[src/rtl/core/sfs_pkg.sv]
// ----------------------------------------------------------------------------
// sfs_pkg
// Shared types and constants for the sprite frame sequencer: command codes,
// configuration register indexes, field widths and the result record.
// ----------------------------------------------------------------------------
`timescale 1ns / 1ps

package sfs_pkg;

    // field widths
    localparam int FRAME_W   = 6;
    localparam int COUNT_W   = 7;
    localparam int DELAY_W   = 16;
    localparam int TIME_W    = 32;
    localparam int LOOPS_W   = 16;
    localparam int CMD_W     = 3;
    localparam int CFG_IDX_W = 2;
    localparam int CFG_DATA_W = 16;

    // frame slots addressable by the index, and the frame count cap
    localparam int FRAME_SLOTS = 64;
    localparam int MAX_FRAMES  = 64;
    localparam logic [COUNT_W-1:0] COUNT_CAP =
        COUNT_W'((MAX_FRAMES < FRAME_SLOTS) ? MAX_FRAMES : FRAME_SLOTS);

    localparam logic [DELAY_W-1:0] DELAY_RESET = 16'd150;
    localparam logic [LOOPS_W-1:0] LOOP_MAX    = '1;

    // command codes
    localparam logic [CMD_W-1:0] CMD_TICK      = 3'd0;
    localparam logic [CMD_W-1:0] CMD_STOP      = 3'd1;
    localparam logic [CMD_W-1:0] CMD_STOP_AT   = 3'd2;
    localparam logic [CMD_W-1:0] CMD_CONTINUE  = 3'd3;
    localparam logic [CMD_W-1:0] CMD_RESTART   = 3'd4;
    localparam logic [CMD_W-1:0] CMD_SET_FRAME = 3'd5;
    localparam logic [CMD_W-1:0] CMD_WR_DELAY  = 3'd6;

    // configuration register indexes
    localparam logic [CFG_IDX_W-1:0] CFG_FRAME_COUNT = 2'd0;
    localparam logic [CFG_IDX_W-1:0] CFG_FRAME_DELAY = 2'd1;
    localparam logic [CFG_IDX_W-1:0] CFG_USE_TABLE   = 2'd2;

    // one result record
    typedef struct packed {
        logic [FRAME_W-1:0] current_frame;
        logic               running;
        logic               finished;
        logic [LOOPS_W-1:0] loops_done;
    } t_result;

endpackage

[src/rtl/core/sprite_frame_sequencer.sv]
// ----------------------------------------------------------------------------
// sprite_frame_sequencer
// Animation frame sequencer: ticks advance the shown frame once its delay
// has elapsed, other commands stop, arm a stop frame, continue, restart,
// set the frame or write the per-frame delay table.
//
//   channel  direction  handshake                      payload
//   in       input      i_in_valid / o_in_stall        i_cmd, i_now_ms,
//                                                      i_frame_arg, i_delay_value
//   out      output     o_out_valid / i_out_stall      o_current_frame, o_running,
//                                                      o_finished, o_loops_done
//   cfg      input      i_cfg_we                       i_cfg_index, i_cfg_data
//
// One command per cycle while o_in_stall is low; results are queued in order.
// The delay table memory is read every cycle at the frame index that the
// state is about to hold, so the entry of the shown frame is always ready.
// Reset is synchronous; the delay table has no reset and no clearing pass.
// A two-entry result queue absorbs output stalls; o_in_stall rises only
// when both entries hold results not yet taken.
// ----------------------------------------------------------------------------
`timescale 1ns / 1ps

module sprite_frame_sequencer
    import sfs_pkg::*;
(
    input  logic                  i_clk,
    input  logic                  i_rst_n,
    // configuration
    input  logic                  i_cfg_we,
    input  logic [CFG_IDX_W-1:0]  i_cfg_index,
    input  logic [CFG_DATA_W-1:0] i_cfg_data,
    // commands
    input  logic                  i_in_valid,
    output logic                  o_in_stall,
    input  logic [CMD_W-1:0]      i_cmd,
    input  logic [TIME_W-1:0]     i_now_ms,
    input  logic [FRAME_W-1:0]    i_frame_arg,
    input  logic [DELAY_W-1:0]    i_delay_value,
    // results
    output logic                  o_out_valid,
    input  logic                  i_out_stall,
    output logic [FRAME_W-1:0]    o_current_frame,
    output logic                  o_running,
    output logic                  o_finished,
    output logic [LOOPS_W-1:0]    o_loops_done
);

    // configuration registers
    logic [COUNT_W-1:0] r_frame_count;
    logic [DELAY_W-1:0] r_frame_delay;
    logic               r_use_table;

    // sequencer state
    logic [FRAME_W-1:0] r_frame_index, n_frame_index;
    logic               r_run,         n_run;
    logic               r_stop_armed,  n_stop_armed;
    logic [FRAME_W-1:0] r_stop_frame,  n_stop_frame;
    logic [TIME_W-1:0]  r_last_ms,     n_last_ms;
    logic [LOOPS_W-1:0] r_loops,       n_loops;

    // delay table and its registered read port
    logic [DELAY_W-1:0] r_delay_mem [FRAME_SLOTS];
    logic [DELAY_W-1:0] r_rd_data;

    logic               q_full;
    logic               in_acc;
    logic               tbl_we;
    logic [COUNT_W-1:0] eff_count;
    logic               arg_ok;
    logic [DELAY_W-1:0] cur_delay;
    logic [TIME_W:0]    due_ms;
    logic               delay_done;
    logic [COUNT_W-1:0] next_index;
    t_result            res;
    t_result            out_res;

    assign o_in_stall = q_full;
    assign in_acc     = i_in_valid && !q_full;
    assign tbl_we     = in_acc && (i_cmd == CMD_WR_DELAY);

    assign eff_count  = (r_frame_count > COUNT_CAP) ? COUNT_CAP : r_frame_count;
    assign arg_ok     = {1'b0, i_frame_arg} < eff_count;
    assign cur_delay  = r_use_table ? r_rd_data : r_frame_delay;
    assign due_ms     = {1'b0, r_last_ms} + {{(TIME_W + 1 - DELAY_W){1'b0}}, cur_delay};
    assign delay_done = due_ms <= {1'b0, i_now_ms};
    assign next_index = {1'b0, r_frame_index} + 7'd1;

    // configuration writes
    always_ff @(posedge i_clk) begin
        if (!i_rst_n) begin
            r_frame_count <= '0;
            r_frame_delay <= DELAY_RESET;
            r_use_table   <= 1'b0;
        end else if (i_cfg_we) begin
            unique case (i_cfg_index)
                CFG_FRAME_COUNT: r_frame_count <= i_cfg_data[COUNT_W-1:0];
                CFG_FRAME_DELAY: r_frame_delay <= i_cfg_data[DELAY_W-1:0];
                CFG_USE_TABLE:   r_use_table   <= i_cfg_data[0];
                default:         r_use_table   <= r_use_table;
            endcase
        end
    end

    // command execution
    always_comb begin
        n_frame_index = r_frame_index;
        n_run         = r_run;
        n_stop_armed  = r_stop_armed;
        n_stop_frame  = r_stop_frame;
        n_last_ms     = r_last_ms;
        n_loops       = r_loops;
        if (in_acc) begin
            unique case (i_cmd)
                CMD_TICK: begin
                    if ((eff_count != '0) && r_run) begin
                        if (r_stop_armed && (r_stop_frame == r_frame_index)) begin
                            n_run = 1'b0;
                        end else if (delay_done) begin
                            n_last_ms = i_now_ms;
                            if (next_index >= eff_count) begin
                                n_frame_index = '0;
                                if (r_loops != LOOP_MAX) begin
                                    n_loops = r_loops + 16'd1;
                                end
                            end else begin
                                n_frame_index = next_index[FRAME_W-1:0];
                            end
                        end
                    end
                end
                CMD_STOP: begin
                    n_run = 1'b0;
                end
                CMD_STOP_AT: begin
                    if (arg_ok) begin
                        n_stop_armed = 1'b1;
                        n_stop_frame = i_frame_arg;
                    end
                end
                CMD_CONTINUE: begin
                    if (!r_run) begin
                        n_stop_armed = 1'b0;
                        n_run        = 1'b1;
                    end
                end
                CMD_RESTART: begin
                    n_frame_index = '0;
                    n_stop_armed  = 1'b0;
                    n_run         = 1'b1;
                    n_loops       = '0;
                end
                CMD_SET_FRAME: begin
                    if (arg_ok) begin
                        n_frame_index = i_frame_arg;
                    end
                end
                default: begin
                    n_run = r_run;
                end
            endcase
        end
    end

    // state update
    always_ff @(posedge i_clk) begin
        if (!i_rst_n) begin
            r_frame_index <= '0;
            r_run         <= 1'b1;
            r_stop_armed  <= 1'b0;
            r_stop_frame  <= '0;
            r_last_ms     <= '0;
            r_loops       <= '0;
        end else begin
            r_frame_index <= n_frame_index;
            r_run         <= n_run;
            r_stop_armed  <= n_stop_armed;
            r_stop_frame  <= n_stop_frame;
            r_last_ms     <= n_last_ms;
            r_loops       <= n_loops;
        end
    end

    // delay table: write on command, read at the upcoming frame index,
    // with the same-cycle write forwarded to the read register
    always_ff @(posedge i_clk) begin
        if (tbl_we) begin
            r_delay_mem[i_frame_arg] <= i_delay_value;
        end
        if (tbl_we && (i_frame_arg == n_frame_index)) begin
            r_rd_data <= i_delay_value;
        end else begin
            r_rd_data <= r_delay_mem[n_frame_index];
        end
    end

    // result of the accepted command
    always_comb begin
        res.current_frame = n_frame_index;
        res.running       = n_run;
        res.finished      = (n_loops != '0);
        res.loops_done    = n_loops;
    end

    sfs_out_queue u_out_queue (
        .i_clk       (i_clk),
        .i_rst_n     (i_rst_n),
        .i_push      (in_acc),
        .i_push_data (res),
        .o_full      (q_full),
        .o_out_valid (o_out_valid),
        .i_out_stall (i_out_stall),
        .o_out_data  (out_res)
    );

    assign o_current_frame = out_res.current_frame;
    assign o_running       = out_res.running;
    assign o_finished      = out_res.finished;
    assign o_loops_done    = out_res.loops_done;

    // frame state moves only on a transfer
    a_frame_hold: assert property (@(posedge i_clk) disable iff (!i_rst_n)
        !in_acc |=> $stable(r_frame_index))
        else $error("frame index changed without a command transfer");

    // loop count stays saturated until a restart
    a_loop_sat: assert property (@(posedge i_clk) disable iff (!i_rst_n)
        (r_loops == LOOP_MAX) && !(in_acc && (i_cmd == CMD_RESTART))
        |=> r_loops == LOOP_MAX)
        else $error("loop count left saturation without restart");

    // table write to the upcoming frame is seen by the read register
    a_tbl_fwd: assert property (@(posedge i_clk) disable iff (!i_rst_n)
        tbl_we && (i_frame_arg == n_frame_index) |=> r_rd_data == $past(i_delay_value))
        else $error("delay table forwarding mismatch");

    // tick at the armed stop frame halts the sequence
    a_stop_at: assert property (@(posedge i_clk) disable iff (!i_rst_n)
        in_acc && (i_cmd == CMD_TICK) && r_run && (eff_count != '0) && r_stop_armed
        && (r_stop_frame == r_frame_index) |=> !r_run)
        else $error("sequence ran past armed stop frame");

endmodule

[src/rtl/core/sfs_out_queue.sv]
// ----------------------------------------------------------------------------
// sfs_out_queue
// Two-entry result queue that decouples the command side from a stalling
// result consumer; full while both entries hold results.
// ----------------------------------------------------------------------------
`timescale 1ns / 1ps

module sfs_out_queue
    import sfs_pkg::*;
(
    input  logic    i_clk,
    input  logic    i_rst_n,
    input  logic    i_push,
    input  t_result i_push_data,
    output logic    o_full,
    output logic    o_out_valid,
    input  logic    i_out_stall,
    output t_result o_out_data
);

    t_result    r_q [2];
    logic       r_wr_ptr;
    logic       r_rd_ptr;
    logic [1:0] r_cnt;
    logic       pop;

    assign pop         = (r_cnt != 2'd0) && !i_out_stall;
    assign o_full      = (r_cnt == 2'd2);
    assign o_out_valid = (r_cnt != 2'd0);
    assign o_out_data  = r_q[r_rd_ptr];

    // payload storage
    always_ff @(posedge i_clk) begin
        if (i_push) begin
            r_q[r_wr_ptr] <= i_push_data;
        end
    end

    // pointers and fill count
    always_ff @(posedge i_clk) begin
        if (!i_rst_n) begin
            r_wr_ptr <= 1'b0;
            r_rd_ptr <= 1'b0;
            r_cnt    <= 2'd0;
        end else begin
            if (i_push) begin
                r_wr_ptr <= ~r_wr_ptr;
            end
            if (pop) begin
                r_rd_ptr <= ~r_rd_ptr;
            end
            case ({i_push, pop})
                2'b10:   r_cnt <= r_cnt + 2'd1;
                2'b01:   r_cnt <= r_cnt - 2'd1;
                default: r_cnt <= r_cnt;
            endcase
        end
    end

    // no push into a full queue
    a_no_overflow: assert property (@(posedge i_clk) disable iff (!i_rst_n)
        o_full |-> !i_push)
        else $error("result pushed into full queue");

    // fill count never exceeds two entries
    a_cnt_range: assert property (@(posedge i_clk) disable iff (!i_rst_n)
        r_cnt != 2'd3)
        else $error("result queue count out of range");

endmodule
[config.mk]
export PLATFORM = sky130hd
export DESIGN_NAME = sprite_frame_sequencer
export DESIGN_NICKNAME = d
export VERILOG_FILES = /design/src/rtl/core/sfs_pkg.sv /design/src/rtl/core/sprite_frame_sequencer.sv /design/src/rtl/core/sfs_out_queue.sv
export SDC_FILE = /design/constraint.sdc
export NUM_CORES = 1
export LEC_CHECK = 0
export BUFFER_PORTS_ARGS = -buffer_cell sky130_fd_sc_hd__buf_2
export CORE_MARGIN = 3
export CORE_UTILIZATION = 56
export CTS_CLUSTER_DIAMETER = 30
export DETAILED_ROUTE_END_ITERATION = 8
export GPL_TIMING_DRIVEN = 0
export PLACE_DENSITY_LB_ADDON = 0.08
export SLEW_MARGIN = 20
export SYNTH_ARGS = -nofsm -noshare
export SYNTH_HDL_FRONTEND = slang
export SYNTH_SLANG_ARGS = --single-unit
[constraint.sdc]
create_clock -name i_clk -period 8.9 [get_ports i_clk]
set_clock_uncertainty 0.15 [all_clocks]
set_input_delay 0.445 -clock i_clk [delete_from_list [all_inputs] [get_ports i_clk]]
set_output_delay 0.445 -clock i_clk [all_outputs]
set_load 0.005 [all_outputs]
# Word level (Yosys, flattened, before mapping)
# Memories as Yosys holds them, arrays and structs flattened. A register that Yosys moved wholly into a read port is not among the register bits.
# Index checks and enable logic that the tools add are counted.
[totals]
ff_bits = 90
ramBits = 1072
in_bits = 80
out_inout_bits = 26
wordCells = 92
mem_count = 2
[mem_list]
columns = ["name", "words", "width", "rd", "rd_clocked_by_memory_dff", "write_ports", "line", "text"]
rows = [
  ["r_delay_mem", 64, 16, 1, 1, 1, "sprite_frame_sequencer.sv:62", "logic [DELAY_W-1:0] r_delay_mem [FRAME_SLOTS];"],
  ["u_out_queue.r_q", 2, 24, 1, 1, 1, "sfs_out_queue.sv:21", "t_result r_q [2];"],
]
[classes]
add_sub_neg = 5
order_cmp = 4
eq_ne = 15
mux = 30
bitwise_logic = 3
reduce_logical = 21
[ops]
columns = ["op", "n"]
rows = [
  ["16-bit 2-to-1 mux", 7],
  ["6-bit 2-to-1 mux", 6],
  ["32-bit by 16-bit adder with 33-bit output", 1],
  ["33-bit by 32-bit less-or-equal comparator with 1-bit output", 1],
  ["16-bit one-hot mux with 2 select lines", 1],
  ["6-bit one-hot mux with 3 select lines", 1],
  ["16-bit by 1-bit adder with 16-bit output, second input constant", 1],
  ["16-bit inequality test, second input constant", 1],
  ["16-bit nonzero test", 1],
  ["1-bit 2-to-1 mux", 11],
  ["3-bit equality test, second input constant", 3],
  ["6-bit by 1-bit adder with 7-bit output, second input constant", 1],
  ["7-bit >= comparator", 1],
  ["7-bit greater-than comparator, second input constant", 1],
  ["6-bit by 7-bit less-than comparator with 1-bit output", 1],
  ["7-bit 2-to-1 mux", 1],
  ["7-bit nonzero test", 1],
  ["2-bit equality test, second input constant", 3],
  ["3-bit by 2-bit equality test with 1-bit output, second input constant", 2],
  ["6-bit equality test", 1],
  ["1-bit one-hot mux with 3 select lines", 2],
  ["2-bit AND reduction", 3],
  ["1-bit logical AND", 5],
  ["5-bit AND reduction", 1],
  ["15 further kinds", 21],
]

# Depth between registers and ports, before layout
[logic_depth]
depth_word = 10
ltp_mapped = 34
mapped_depth_nobuf = 29

# Modules after synthesis
# A second synthesis with hierarchy kept.
[hier_totals]
hier_cells = 2472
area_unflattened_um2 = 47546.9
[by_module_without_submodules]
columns = ["mod", "instances", "cells_per_inst", "area_per_inst_um2", "seq_area_each_um2"]
rows = [
  ["sprite_frame_sequencer", 1, 2372, 45591.2, 32591.3],
  ["sfs_out_queue", 1, 100, 1955.6, 1541.5],
]

# Worst setup path before layout
# Ideal clock, no wire load.
[synth_path]
path_type = "reg2reg"
start = "register with a tool-made name"
end = "memory u_out_queue.r_q[0][16] in the netlist's numbering (data pin)"
setup_time_ps = 275
t_arrival_ps = 8476
required_time_ps = 8475
slack_ps = -1
stages_incl_launch_ff = 32
n_path_buf = 4
synth_period_minus_slack_ps = 8901
cell_sequence = "dfxtp_1 -> clkbuf_1 -> buf_1 -> buf_1 -> mux4_2 -> mux4_2 -> mux4_2 -> mux2_2 -> ha_1 -> a21o_1 -> or3_1 -> o211a_1 -> o41a_1 -> o41a_1 -> a21oi_1 -> o21bai_1 -> nand2_1 -> nor3_1 -> xor2_1 -> ha_1 -> nand3_1 -> nor4_2 -> and4_1 -> or2b_1 -> o221ai_1 -> a21o_1 -> buf_6 -> or4_4 -> mux2_4 -> or3_1 -> nor4_2 -> nand3_1"
[synth_lines]
columns = ["item", "line"]
rows = [
  ["to (decl)", "sfs_out_queue.sv:21"],
]

==> run_results.csv <==
group,metric,value,unit
power,power.leakage,19.6,nW
yosys,synth_common_cells,"edfxtp_1 (1072), mux4_2 (336), nor2_1 (114)",
final_layout,nets,3006,
placed_design,post-place-cells,3692,
timing,hold_violations,0,
cts,clock_sinks,1169,
yosys,syn_inst,2391,
worst_setup_path,rr_endpoint,"u_out_queue.r_q[0][16]",
cts,ctsLongestPathBuffers,3,
placed_design,portBuffers,103,
status,status,"finished with violations",
timing,rsz0062_at_grt,"yes",
route,drc,0,
placed_design,placed_area,50400,um2
worst_setup_path,cpMostUsedCell,"mux4_2",
yosys,synth.largest_area_cell,"edfxtp_1",
die,fp.dieH,297,um
final_layout,postLayoutCellArea,59000,um2
worst_setup_path,reg2reg_setup_slack,-0.05,ns
power,p_int,11.5,mW
yosys,ys.flop_type,"edfxtp_1",
power,p_clk_share,53.5,%
timing,fmax,112,MHz
timing,slew_viol_final,0,
yosys,synth_seq_cells,1169,
timing,min_period_over_period,101,%
worst_setup_path,crit_end,"u_out_queue.r_q[0][16]",
worst_setup_path,cp_max_fo,10,
global_route,grt_max_degree,65,
die,rows,106,
worst_setup_path,start_kind,"register",
worst_setup_path,slowest_stage,"mux4_2",
global_route,grt-ovfl-total,0,
yosys,synth_top_family_by_area,"multiplexers",
route,drt-vias-per-instance,6.04,
power,p_seq_share,41.3,%
yosys,synth_area_leaders,"edfxtp_1 (68%), mux4_2 (16%), dfxtp_1 (4.1%), ha_1 (1.7%), mux2_2 (0.97%)",
yosys,synth_area_per_cell,19.8,um2
yosys,ys_types,64,
route,vias,25200,
yosys,syn_nets,2535,
timing,layout_min_cycle_time,8.95,ns
yosys,synth_compound_area_share,1.82,%
power,power_density,250,nW/um2
yosys,ys_warn_count,0,
die,core_region_area,83700,um2
final_layout,insertedDiodeCount,0,
timing,worst_pin_slew,1.18,ns
route,drt.antenna.violating_nets,0,
status,violations,"setup timing",
job,max_cap_viol_count,0,
final_layout,drive_gt1_share,36.1,%
power,vdd_drop_max,0.226,mV
worst_setup_path,path_class,"register to register",
route,wl_per_cell,28.4,um
worst_setup_path,worst-r2r-cell-count,30,
worst_setup_path,cp.required,9.23,ns
placed_design,place.detailed.hpwl,75800,um
final_layout,fin_util,70.5,%
route,initialDrtViolationCount,2584,
cts,cts.reportedPaths.clkPinSlew,0.05,ns
die,ioPinCount,106,
die,die_width,297,um
timing,setup_violations,2,
timing,whs,0.0637,ns
worst_setup_path,cp-end-kind,"register",
placed_design,pre_cts_slack,-2.62,ns
global_route,antenna_found_initial,5,
yosys,yosys.area_share.adder,1.71,%
yosys,syn_area,47400,um2
global_route,first_global_vias,26200,
placed_design,gp_congestion,0.854,
power,p_comb_share,5.2,%
power,p_sw_share,21.8,%
route,drt-total-wl,119000,um
cts,tritoncts,"yes",
yosys,synth_most_common_cell,"edfxtp_1",
global_route,groute.usage.overall,27.4,%
final_layout,syn2layout_area_growth,24.6,%
cts,cts_root_buf,"clkbuf_16",
worst_setup_path,crit_path_max_incr_delay,0.57,ns
yosys,synth-simple-area-share,4.21,%
timing,slew-limit-headroom,20.9,%
die,start_util,56.6,%
yosys,async_flop_share,0,%
route,drt-pass1-iter-count,5,
power,power_switching,3.21,mW
die,design.die.area,88100,um2
cts,clk_latency,0.78,ns
hold_path,hp-class,"input pin to register",
cts,htree_levels,4,
yosys,synth_edf_count,1072,
timing,fin_ws,-0.0487,ns
global_route,grt_pass1_wl,175000,um
yosys,seq_area_frac_synth,72.1,%
yosys,yosysTopAreaCellShare,68.0,%
worst_setup_path,cp.arrival,9.28,ns
yosys,synthXorXnorAreaFrac,0.925,%
yosys,synthMuxAreaShare,17.9,%
final_layout,layout.cells.non_filler,4173,
cts,cts_made_buffers,205,
[registers in the layout, summed over array words and instances, names as in the netlist, named ones only]
register	cells
r_delay_mem	1024
r_frame_count	7
r_frame_delay	16
r_frame_index	6
r_last_ms	32
r_loops	16
r_run	1
r_stop_armed	1
r_stop_frame	6
r_use_table	1
u_out_queue.r_cnt	2
u_out_queue.r_q	48
u_out_queue.r_rd_ptr	1
u_out_queue.r_wr_ptr	1
[cells by family (layout without fill, tap and decap cells)]
family | after synthesis | after routing
flops | 1169 | 1169
compound gates | 122 | 122
simple gates | 397 | 397
buf+inv | 167 | 815
mux | 422 | 422
xor+xnor | 50 | 50
fa+ha+maj | 64 | 64
[worst max-delay path, delay by kind of cell (launching register included)]
family                   cells  cell delay [ns]
AO/OA/AOI/OAI                8             1.81
XOR/XNOR                     1             0.14
adder cells (fa/ha/maj)      2             0.55
flip-flops                   1             0.48
buffers and inverters        3             0.57
AND/OR/NAND/NOR             11             2.61
multiplexers                 5             2.33
[power by group through the flow]
stage / sequential [mW] / clock [mW] / combinational (mW)
CTS: 6.08 / 7.96 / 0.765
global placement: 6.18 / 0 / 0.688
finish: 6.08 / 7.87 / 0.769
global route: 6.08 / 8.26 / 0.823
floorplan: 6.18 / 0 / 0.389
detailed placement: 6.18 / 0 / 0.713
[layout make-up]
type,instances,area (um2)
Buffer,111,905
Clock buffer,236,5350
Clock inverter,148,1750
Fill cell,5108,24700
Inverter,53,199
Multi-Input combinational cell,1055,12900
Sequential cell,1169,34100
Tap cell,1134,1420
Timing Repair Buffer,267,2320
[per-layer routing]
layer	global-route usage [%]	wire length [um]	part of all wire [%]	up-vias
met4	9.17	3760	3.2	2
met1	36.4	45900	39	13100
met3	6.16	9430	8.0	233
li1	-	-	-	10800
met5	0	12	0.010	-
met2	45.2	59500	50	1108
[layout by cell type (no fill, tap or decap), types with 14 or more instances in the layout]
| cell type | instances |
|---|---|
| and3_1 | 14 |
| nor2_1 | 45 |
| xnor2_1 | 27 |
| clkbuf_16 | 210 |
| mux2i_1 | 43 |
| buf_2 | 91 |
| xor2_1 | 22 |
| dfxtp_1 | 94 |
| clkbuf_2 | 18 |
| nor3_1 | 14 |
| clkinv_2 | 33 |
| a21oi_1 | 29 |
| inv_6 | 20 |
| clkinv_4 | 15 |
| clkbuf_8 | 14 |
| edfxtp_1 | 1072 |
| nand4_1 | 15 |
| clkinv_1 | 23 |
| and2_1 | 30 |
| nor2_2 | 65 |
| nor2b_1 | 55 |
| clkinvlp_4 | 18 |
| nand3_1 | 32 |
| nand2_1 | 78 |
| buf_8 | 41 |
| mux2_2 | 40 |
| inv_1 | 53 |
| bufinv_16 | 27 |
| dlygate4sd3_1 | 56 |
| clkbuf_1 | 57 |
| mux4_2 | 336 |
| buf_6 | 37 |
| buf_4 | 58 |
| o21ai_0 | 16 |
| ha_1 | 62 |
[metrics by stage]
stage	setup TNS (ns)	power [mW]
finish	-0.0961	14.7
global route	-0.519	15.2
CTS	-0.348	14.8
detailed placement	-199.04	6.90
global placement	-196.31	6.87
floorplan	0	6.57
[worst min path at each step]
stage	cells past startpoint	start	end	slack (ns)
detailed placement	2	r_frame_delay[1]	r_frame_delay[1]	0.31
floorplan	2	r_stop_armed	r_stop_armed	0.28
finish	2	i_rst_n	u_out_queue.r_cnt[1]	0.06
global placement	2	r_stop_armed	r_stop_armed	0.30
global route	2	i_rst_n	u_out_queue.r_cnt[1]	0.07
CTS	2	i_rst_n	u_out_queue.r_cnt[1]	0.05
[repair_timing]
item / CTS / global route
buffers inserted: 24 / 18
cloned: 2 / 0
hold buffers: 56 / 0
pin swaps: 19 / 14
setup endpoints to repair: 106 / 64
endpoints found under the hold margin: 65 / 0
gates resized for setup: 232 / 26
Power figures use the tool's default switching activity.
